File: config.mk
export PLATFORM = sky130hd
export DESIGN_NAME = javascript_comment_whitespace_stripper_unit
export DESIGN_NICKNAME = d
export VERILOG_FILES = /design/src/hw/rtl/jscws_pkg.sv /design/src/hw/rtl/javascript_comment_whitespace_stripper_unit.sv
export SDC_FILE = /design/constraint.sdc
export NUM_CORES = 1
export LEC_CHECK = 0
export ABC_AREA = 1
export ABC_CLOCK_PERIOD_IN_PS = 1460
export BUFFER_PORTS_ARGS = -buffer_cell sky130_fd_sc_hd__buf_2
export CAP_MARGIN = 25
export CORE_ASPECT_RATIO = 1.2
export CORE_MARGIN = 10
export CORE_UTILIZATION = 45
export DETAILED_ROUTE_END_ITERATION = 6
export PLACE_DENSITY = 0.67
export SLEW_MARGIN = 20
export SYNTH_ARGS = -nofsm -noshare
export SYNTH_HDL_FRONTEND = slang
export SYNTH_SLANG_ARGS = --single-unit
File: constraint.sdc
create_clock -name aclk -period 1.46 [get_ports aclk]
set_input_delay 0.146 -clock aclk [delete_from_list [all_inputs] [get_ports aclk]]
set_output_delay 0.146 -clock aclk [all_outputs]
set_load 0.005 [all_outputs]
File: src/hw/rtl/jscws_pkg.sv
// Shared types, character codes and helpers for the JavaScript comment/whitespace stripper.
`default_nettype none

package jscws_pkg;

    typedef enum logic [2:0] {
        SC_START,
        SC_SLASH,
        SC_SPACE,
        SC_BLOCK,
        SC_BLOCK_STAR,
        SC_LINE,
        SC_STR,
        SC_STR_ESC
    } scan_state_t;

    localparam logic [7:0] CH_SLASH     = 8'h2F;
    localparam logic [7:0] CH_STAR      = 8'h2A;
    localparam logic [7:0] CH_NEWLINE   = 8'h0A;
    localparam logic [7:0] CH_BACKSLASH = 8'h5C;
    localparam logic [7:0] CH_DQUOTE    = 8'h22;
    localparam logic [7:0] CH_SQUOTE    = 8'h27;
    localparam logic [7:0] CH_SPACE     = 8'h20;
    localparam logic [7:0] CH_TAB       = 8'h09;
    localparam logic [7:0] CH_CR        = 8'h0D;

    // Space, tab, newline, vertical tab, form feed, carriage return.
    function automatic logic is_ws(input logic [7:0] c);
        return (c == CH_SPACE) || ((c >= CH_TAB) && (c <= CH_CR));
    endfunction

    function automatic logic is_quote(input logic [7:0] c);
        return (c == CH_DQUOTE) || (c == CH_SQUOTE);
    endfunction

endpackage

`default_nettype wire

File: src/hw/rtl/javascript_comment_whitespace_stripper_unit.sv
// Top level of the JavaScript comment and whitespace stripper: scanner and result buffer.
//
//  channel | ports                                    | dir | beat
//  --------+------------------------------------------+-----+---------------------------------
//  input   | s_valid, s_ready, s_in_byte[7:0]         | in  | one source byte
//  result  | m_valid, m_ready, m_out_byte[7:0],       | out | one emitted byte, last flag on
//          | m_last_of_run                            |     | the final byte of an input
//
//  Path: an input beat is registered in the input stage when taken and is scanned once the
//  result buffer can take its results; those results are registered in the result buffer.
//  Rate: one input byte per cycle while m_ready is high and each yields at most one result;
//  an input with two results holds the scanner until the first leaves the two-entry buffer.
//  Reset: aresetn (synchronous, active low) returns the scanner to its start state and
//  empties both stages.
//  Stalls: m_ready low holds the result buffer; s_ready drops while the held input byte
//  cannot move into the result buffer.
`default_nettype none

module javascript_comment_whitespace_stripper_unit (
    input  wire logic       aclk,
    input  wire logic       aresetn,
    input  wire logic       s_valid,
    output logic            s_ready,
    input  wire logic [7:0] s_in_byte,
    output logic            m_valid,
    input  wire logic       m_ready,
    output logic [7:0]      m_out_byte,
    output logic            m_last_of_run
);

    // input stage
    logic       in_valid_reg;
    logic [7:0] in_byte_reg;

    // scanner state
    jscws_pkg::scan_state_t state_reg, state_next;
    logic                   quote_single_reg, quote_single_next;

    // result of one scan step
    logic [1:0] res_cnt;
    logic [7:0] res_byte0;
    logic       res_last0;
    logic [7:0] res_byte1;

    // two-entry result buffer, head at entry 0
    logic [7:0] ob_byte_reg [2];
    logic       ob_last_reg [2];
    logic [7:0] ob_byte_next [2];
    logic       ob_last_next [2];
    logic [1:0] ob_cnt_reg, ob_cnt_next;

    logic       pop;
    logic       stage_adv;
    logic [7:0] delim;
    logic [7:0] c;

    assign c     = in_byte_reg;
    assign delim = quote_single_reg ? jscws_pkg::CH_SQUOTE : jscws_pkg::CH_DQUOTE;

    assign m_valid       = (ob_cnt_reg != 2'd0);
    assign m_out_byte    = ob_byte_reg[0];
    assign m_last_of_run = ob_last_reg[0];
    assign pop           = m_valid && m_ready;

    // advance only when the buffer is empty after this cycle's pop
    assign stage_adv = in_valid_reg &&
                       ((ob_cnt_reg == 2'd0) || ((ob_cnt_reg == 2'd1) && m_ready));
    assign s_ready   = !in_valid_reg || stage_adv;

    always_ff @(posedge aclk) begin
        if (!aresetn) begin
            in_valid_reg <= 1'b0;
        end else if (s_ready) begin
            in_valid_reg <= s_valid;
        end
    end

    always_ff @(posedge aclk) begin
        if (s_ready && s_valid) begin
            in_byte_reg <= s_in_byte;
        end
    end

    // next state
    always_comb begin
        state_next        = state_reg;
        quote_single_next = quote_single_reg;
        unique case (state_reg)
            jscws_pkg::SC_START: begin
                if (c == jscws_pkg::CH_SLASH) begin
                    state_next = jscws_pkg::SC_SLASH;
                end else if (jscws_pkg::is_ws(c)) begin
                    state_next = jscws_pkg::SC_SPACE;
                end else if (jscws_pkg::is_quote(c)) begin
                    quote_single_next = (c == jscws_pkg::CH_SQUOTE);
                    state_next        = jscws_pkg::SC_STR;
                end
            end
            jscws_pkg::SC_SLASH: begin
                if (c == jscws_pkg::CH_STAR) begin
                    state_next = jscws_pkg::SC_BLOCK;
                end else if (c == jscws_pkg::CH_SLASH) begin
                    state_next = jscws_pkg::SC_LINE;
                end else begin
                    state_next = jscws_pkg::SC_START;
                end
            end
            jscws_pkg::SC_SPACE: begin
                if (c == jscws_pkg::CH_SLASH) begin
                    state_next = jscws_pkg::SC_SLASH;
                end else if (!jscws_pkg::is_ws(c)) begin
                    if (jscws_pkg::is_quote(c)) begin
                        quote_single_next = (c == jscws_pkg::CH_SQUOTE);
                        state_next        = jscws_pkg::SC_STR;
                    end else begin
                        state_next = jscws_pkg::SC_START;
                    end
                end
            end
            jscws_pkg::SC_BLOCK: begin
                if (c == jscws_pkg::CH_STAR) begin
                    state_next = jscws_pkg::SC_BLOCK_STAR;
                end
            end
            jscws_pkg::SC_BLOCK_STAR: begin
                if (c == jscws_pkg::CH_SLASH) begin
                    state_next = jscws_pkg::SC_SPACE;
                end else if (c != jscws_pkg::CH_STAR) begin
                    state_next = jscws_pkg::SC_BLOCK;
                end
            end
            jscws_pkg::SC_LINE: begin
                if (c == jscws_pkg::CH_NEWLINE) begin
                    state_next = jscws_pkg::SC_SPACE;
                end
            end
            jscws_pkg::SC_STR: begin
                if (c == jscws_pkg::CH_BACKSLASH) begin
                    state_next = jscws_pkg::SC_STR_ESC;
                end else if (c == delim) begin
                    state_next = jscws_pkg::SC_START;
                end
            end
            jscws_pkg::SC_STR_ESC: begin
                state_next = jscws_pkg::SC_STR;
            end
        endcase
    end

    // outputs of the scan step
    always_comb begin
        res_cnt   = 2'd0;
        res_byte0 = c;
        res_last0 = 1'b1;
        res_byte1 = c;
        unique case (state_reg)
            jscws_pkg::SC_START: begin
                if (c != jscws_pkg::CH_SLASH) begin
                    res_cnt = 2'd1;
                end
            end
            jscws_pkg::SC_SLASH: begin
                if ((c == jscws_pkg::CH_STAR) || (c == jscws_pkg::CH_SLASH)) begin
                    // comment collapses to one space
                    res_cnt   = 2'd1;
                    res_byte0 = jscws_pkg::CH_SPACE;
                end else begin
                    res_cnt   = 2'd2;
                    res_byte0 = jscws_pkg::CH_SLASH;
                    res_last0 = 1'b0;
                end
            end
            jscws_pkg::SC_SPACE: begin
                if ((c != jscws_pkg::CH_SLASH) && !jscws_pkg::is_ws(c)) begin
                    res_cnt = 2'd1;
                end
            end
            jscws_pkg::SC_BLOCK, jscws_pkg::SC_BLOCK_STAR, jscws_pkg::SC_LINE: begin
                res_cnt = 2'd0;
            end
            jscws_pkg::SC_STR: begin
                if (c != jscws_pkg::CH_BACKSLASH) begin
                    res_cnt = 2'd1;
                end
            end
            jscws_pkg::SC_STR_ESC: begin
                res_cnt   = 2'd2;
                res_byte0 = jscws_pkg::CH_BACKSLASH;
                res_last0 = 1'b0;
            end
        endcase
    end

    always_ff @(posedge aclk) begin
        if (!aresetn) begin
            state_reg        <= jscws_pkg::SC_START;
            quote_single_reg <= 1'b0;
        end else if (stage_adv) begin
            state_reg        <= state_next;
            quote_single_reg <= quote_single_next;
        end
    end

    // result buffer: pop shifts the tail forward, an advancing scan reloads the emptied buffer
    always_comb begin
        ob_byte_next = ob_byte_reg;
        ob_last_next = ob_last_reg;
        ob_cnt_next  = ob_cnt_reg;
        if (pop) begin
            ob_byte_next[0] = ob_byte_reg[1];
            ob_last_next[0] = ob_last_reg[1];
            ob_cnt_next     = ob_cnt_reg - 2'd1;
        end
        if (stage_adv) begin
            ob_byte_next[0] = res_byte0;
            ob_last_next[0] = res_last0;
            ob_byte_next[1] = res_byte1;
            ob_last_next[1] = 1'b1;
            ob_cnt_next     = res_cnt;
        end
    end

    always_ff @(posedge aclk) begin
        if (!aresetn) begin
            ob_cnt_reg <= 2'd0;
        end else begin
            ob_cnt_reg <= ob_cnt_next;
        end
    end

    always_ff @(posedge aclk) begin
        ob_byte_reg <= ob_byte_next;
        ob_last_reg <= ob_last_next;
    end

    a_cnt_range: assert property (@(posedge aclk) disable iff (!aresetn)
        ob_cnt_reg != 2'd3)
        else $error("result buffer count out of range");

    a_pair_head: assert property (@(posedge aclk) disable iff (!aresetn)
        (ob_cnt_reg == 2'd2) |-> !ob_last_reg[0])
        else $error("first byte of a pair flagged as last");

    a_single_head: assert property (@(posedge aclk) disable iff (!aresetn)
        (ob_cnt_reg == 2'd1) |-> ob_last_reg[0])
        else $error("lone buffered byte not flagged as last");

    a_pair_follows: assert property (@(posedge aclk) disable iff (!aresetn)
        (m_valid && m_ready && !m_last_of_run) |=> m_valid)
        else $error("second byte of a pair missing");

    a_esc_return: assert property (@(posedge aclk) disable iff (!aresetn)
        (stage_adv && (state_reg == jscws_pkg::SC_STR_ESC)) |=>
            (state_reg == jscws_pkg::SC_STR))
        else $error("escape did not return to string state");

endmodule

`default_nettype wire

==> impl_metrics.yaml, run 1 <==
critical_path:
  critPathKind: "reg2reg"
  worstPathMaxFanout: 6
  worstPathArrival_ps: 1590
  worstSetupEndpointType: "register"
  required_ps: 1500
  startpoint_type: "register"
timing:
  timing.final.ws_setup_ps: -88.8
  relSlewSlack_pct: 78.1
  worst_pin_slew_ps: 327
  hold_ws_ps: 23.4
  clock_skew_ps: 11.2
  rsz0062_at_grt: "true"
  setup_viol: 12
  fmax_mhz: 646
  finalCritPeriodShare_pct: 106
  final_hold_viol_count: 0
  layout_min_cycle_time_ps: 1550
  drv_slew: 0
  setup_tns_ps: -432
cts:
  h-tree-depth: 2
  cts_buffer_depth: 2
  clk_pin_slew_ps: 80
  clk_latency_ps: 290
  cts_sinks: 32
  root_buffer: "clkbuf_8"
  tritoncts: "built"
  cts_buffers: 5
flow_run:
  maxCapViolations: 0
route:
  wl_per_cell_um: 12.2
  drc: 0
  routed_wl_mm: 4.15
  drt-vias-per-instance: 4.75
  drt-pass1-iter-count: 4
  drtIter0Drc: 77
  drtAntennaViolNets: 0
  num_vias: 1615
synth:
  synthAdderAreaFrac_pct: 1.39
  yosys_warnings: 0
  ys_ff_latch: 32
  yosysTopAreaCellShare_pct: 41.6
  synth_compound_area_share_pct: 5.82
  ys_types: 22
  synth_edf_count: 25
  synthMuxAreaShare_pct: 0
  synth_xor_area_share_pct: 0
  synthCells: 225
  synth_top_area_cell: "edfxtp_1"
  yosys-top-cells-count: "nand2_1 (54), nor2_1 (37), inv_1 (28)"
  synth_nets: 239
  synthFlopType: "edfxtp_1"
  yosysMostFrequentCell: "nand2_1"
  synth_top_family_by_area: "simple AND/OR/NAND/NOR gates"
  syn_area_um2: 1810
  async_reset_ff_share_pct: 0
  synth-simple-area-share_pct: 32.6
  synth_area_leaders: "edfxtp_1 (42%), nand2_1 (11%), dfxtp_1 (7.8%), nor2_1 (7.7%), inv_1 (5.8%)"
  ys_seq_area_share_pct: 49.3
  syn_avg_cell_area_um2: 8.02
min_path:
  min_path_type: "in2reg"
cells_and_area:
  antenna-diode-count: 0
  syn_to_final_growth_pct: 37.6
  drive_gt1_share_pct: 40.6
  nets: 299
global_route:
  grt_util_all_layers_pct: 12.5
  overflow: 0
  grt_pass1_vias: 1578
  antenna_found_initial: 0
  grt_first_pass_wirelength_mm: 6.84
  grt_max_degree: 17
pwr:
  p_leak_nw: 1.16
  p_per_area_nw_per_um2: 1420
  peakVddDrop_mv: 0.737
  power_mw: 3.52
die:
  fp.dieW_um: 77.8
  initial_utilization_pct: 46.2
  rows: 25
  die-area_um2: 6960
  num_io_pins: 23
  core_um2: 3910
  chipHeight_um: 89.4
run_status:
  failed_checks: "negative setup slack"
  outcome: "finished, violations left"
place:
  dp_slack_ps: -229
  place_congestion: 0.944
  numPortBuffers: 22
  hpwl_mm: 3.09
[kinds of logic (layout without fill, tap and decap cells)]
logic type      Yosys count  after routing
compound gates           20             20
simple gates            127            127
flops                    32             32
fa+ha+maj                 2              2
buf+inv                  44            105
[through the flow]
stage | std cells | area [um2] | util [%]
after floorplan | 225 | 1810 | -
after global placement | 328 | 2210 | 56.6
after detailed placement | 328 | 2210 | 56.6
after CTS | 339 | 2440 | 62.4
after global routing | 340 | 2480 | 63.5
final | 340 | 2480 | 63.5
[report_power, final]
group          total [mW]  internal (mW)  switching (mW)  leakage, nW
clock network       0.862          0.505           0.358       0.0541
registers            1.38           1.28          0.0953        0.294
logic                1.28          0.630           0.653        0.814
[placed cells by master, fill, tap and decap left out, types with 3 or more instances in the layout]
master,n
nor2_4,6
clkbuf_8,5
edfxtp_1,25
nand2_2,11
buf_6,4
nand4_1,4
nand3_2,3
buf_2,21
a21oi_1,12
dfxtp_1,5
nand2_1,49
nand3_1,14
nor2_1,31
inv_1,23
nor2_2,4
buf_4,35
o21ai_0,3
inv_2,10
[per-layer routing]
metal	vias up	wire length (um)	track usage, %
met5	-	0	0
met4	0	140	7.81
met1	734	1730	13.4
met2	39	2060	21.4
met3	12	215	3.52
li1	830	-	-
[worst max-delay path, cell delays in order, from the launching register on]
cell and delay (ps):
edfxtp_1 440, inv_1 90, nand2_2 90, nor2_8 150, nand2_2 110, nand3_1 140, buf_4 120, nand2_1 40
inv_1 60, a21oi_1 60
[cell type report]
| type | instances | area, um2 |
|---|---|---|
| fillers | 320 | 1430 |
| well taps | 54 | 67.6 |
| repair buffers | 62 | 453 |
| clock buffers | 5 | 68.8 |
| clock inverters | 3 | 42.5 |
| flip-flops and latches | 32 | 896 |
| inverters | 35 | 136 |
| multi-input cells | 149 | 820 |
[path summary, 6_finish.rpt]
path / from / end / slack (ps) / cells past startpoint
worst max register to register: c[6] / m_out_byte[0] / -90 / 9
worst min register to register: quote_single_reg / quote_single_reg / 490 / 2
worst min-delay path: s_in_byte[5] / c[5] / 20 / 1
worst max-delay path: c[6] / m_out_byte[0] / -90 / 9
[timing repair]
item,in CTS,in global routing
setup buffers,3,1
gates resized for setup,26,13
endpoints found under the setup margin,23,17
pin swaps,8,5
hold buffers,0,0
Power figures use the tool's default switching activity.
==> inputs of run 2 (changes only) <==
--- a/config.mk
+++ b/config.mk
@@ -14,6 +14,7 @@
 export CORE_UTILIZATION = 45
 export DETAILED_ROUTE_END_ITERATION = 6
 export PLACE_DENSITY = 0.67
+export REMOVE_ABC_BUFFERS = 1
 export SLEW_MARGIN = 20
 export SYNTH_ARGS = -nofsm -noshare
 export SYNTH_HDL_FRONTEND = slang
==> run 2 against run 1 <==
Against the previous run: the flow still finishes with violations (negative setup slack); final area increased by 2.1%; sequential power hardly changed; clock power hardly changed; largest cell class unchanged.
==> impl_metrics.yaml, run 2 (synthesis gave the netlist of run 1 again) <==
cells_and_area:
  layout_common_cells: "nand2_1 (46), buf_4 (39), nor2_1 (31), edfxtp_1 (25)"
  regArea_um2: 896
  multiInputGateArea_um2: 828
  antenna-diode-count: 0
  syn_to_final_growth_pct: 40.5
  drive_gt1_share_pct: 43.6
  finalCoreUtilization_pct: 64.9
  final_common_cell: "nand2_1"
  num-fill-cells: 317
  nets: 304
route:
  drtAntennaViolNets: 0
  routed_wl_mm: 4.05
  drtIter0Drc: 83
  drc: 0
  num_vias: 1600
  drt-pass1-iter-count: 4
  wl_per_cell_um: 11.7
  drt-vias-per-instance: 4.64
run_status:
  failed_checks: "negative setup slack"
  outcome: "finished, violations left"
pwr:
  p_leak_nw: 1.19
  peakVddDrop_mv: 0.719
  p_per_area_nw_per_um2: 1400
critical_path:
  worstPathMaxFanout: 5
  startpoint: "c[2]"
  required_ps: 1660
  worstPathArrival_ps: 1720
  reg2regPathDepth: 13
  crit_path_end: "state_reg[2]"
  r2r_start: "c[2]"
  r2r_end: "state_reg[2]"
  critPathKind: "reg2reg"
  r2r_slack_ps: -70
  startpoint_type: "register"
  worstSetupEndpointType: "register"
timing:
  setup_viol: 9
  drv_slew: 0
  final_hold_viol_count: 0
  fmax_mhz: 654
  rsz0062_at_grt: "true"
  worst_pin_slew_ps: 305
  layout_min_cycle_time_ps: 1530
  hold_ws_ps: 29.7
  relSlewSlack_pct: 79.6
  timing.final.ws_setup_ps: -69.7
  clock_skew_ps: 6.03
  finalCritPeriodShare_pct: 105
die:
  chipHeight_um: 89.4
  core_um2: 3910
  initial_utilization_pct: 46.2
  fp.dieW_um: 77.8
  rows: 25
  die-area_um2: 6960
  num_io_pins: 23
global_route:
  grt_pass1_vias: 1540
  grt_util_all_layers_pct: 12.2
  grt_first_pass_wirelength_mm: 6.74
  overflow: 0
  antenna_found_initial: 0
  grt_max_degree: 12
cts:
  cts_buffers: 5
  cts_buffer_depth: 2
  root_buffer: "clkbuf_8"
  clk_latency_ps: 290
  cts_sinks: 32
  clk_pin_slew_ps: 70
  tritoncts: "built"
  h-tree-depth: 2
place:
  place_congestion: 0.913
  hpwl_mm: 3.08
  numPortBuffers: 22
flow_run:
  maxCapViolations: 0
min_path:
  min_path_type: "in2reg"
## run 2: cell types whose count changed in the layout (fill, tap and decap cells not counted), sizes merged
cell,previous run,this run
buf,62,67
## run 2: metrics by stage
step / TNS (ps) / cell area (um2) / setup slack, ps / power [mW] / cells
final: -331 / 2540 / -69.7 / 3.55 / 345
after global routing: -1430 / 2540 / -222 / 3.78 / 345
after CTS: -545 / 2510 / -72.6 / 3.54 / 345
after detailed placement: -2860 / 2260 / -162 / 2.49 / 334
after global placement: -1600 / 2260 / -99.7 / 2.47 / 334
after floorplan: -10240 / 1740 / -658 / 1.91 / 216
## run 2: metal layers
metal  share of wire [%]  track usage (%)  routed length, um
met5                   0                0                  0
met4                 2.0             5.48                 82
met3                 5.6             3.92                228
met2                  52             22.3               2100
met1                  40             12.6               1630
## run 2: area by class of cell
type,instances,share of cell area [%]
flip-flops and latches,32,35.3
multi-input cells,149,32.7
repair buffers,67,19.5
inverters,35,5.48
clock buffers,5,2.71
well taps,54,2.66
clock inverters,3,1.68
## run 2: worst min-delay path by stage
stage | slack, ps | end | startpoint | cells after the start
CTS | 30 | c[3] | s_in_byte[3] | 1
finish | 30 | c[0] | s_in_byte[0] | 1
global route | 20 | c[6] | s_in_byte[6] | 1
global placement | 320 | c[6] | s_in_byte[6] | 1
floorplan | 240 | c[0] | s_in_byte[0] | 0
detailed placement | 320 | c[3] | s_in_byte[3] | 1
## run 2: timing repair
| action | in CTS | in global routing |
|---|---|---|
| setup endpoints to repair | 30 | 23 |
| setup buffers | 3 | 1 |
| gates resized for setup | 38 | 9 |
| pin swaps | 4 | 3 |
| hold buffers | 0 | 0 |
## run 2: critical path, cell delays in order, from the launching register on
cell and delay [ps]:
edfxtp_1 460, buf_4 180, nand2_1 60, nand2_1 50, nor2_1 100, nand2_1 70, nand2_2 90, nand2_1 80
nand2_2 90, inv_2 40, nand3_4 70, nand2_1 60, nand2_1 50, nor2_1 30
## run 2: power breakdown
group	total (mW)	switching, mW	internal (mW)
registers	1.38	0.0978	1.28
clock network	0.862	0.357	0.505
logic	1.31	0.654	0.658
total	3.55	1.11	2.44
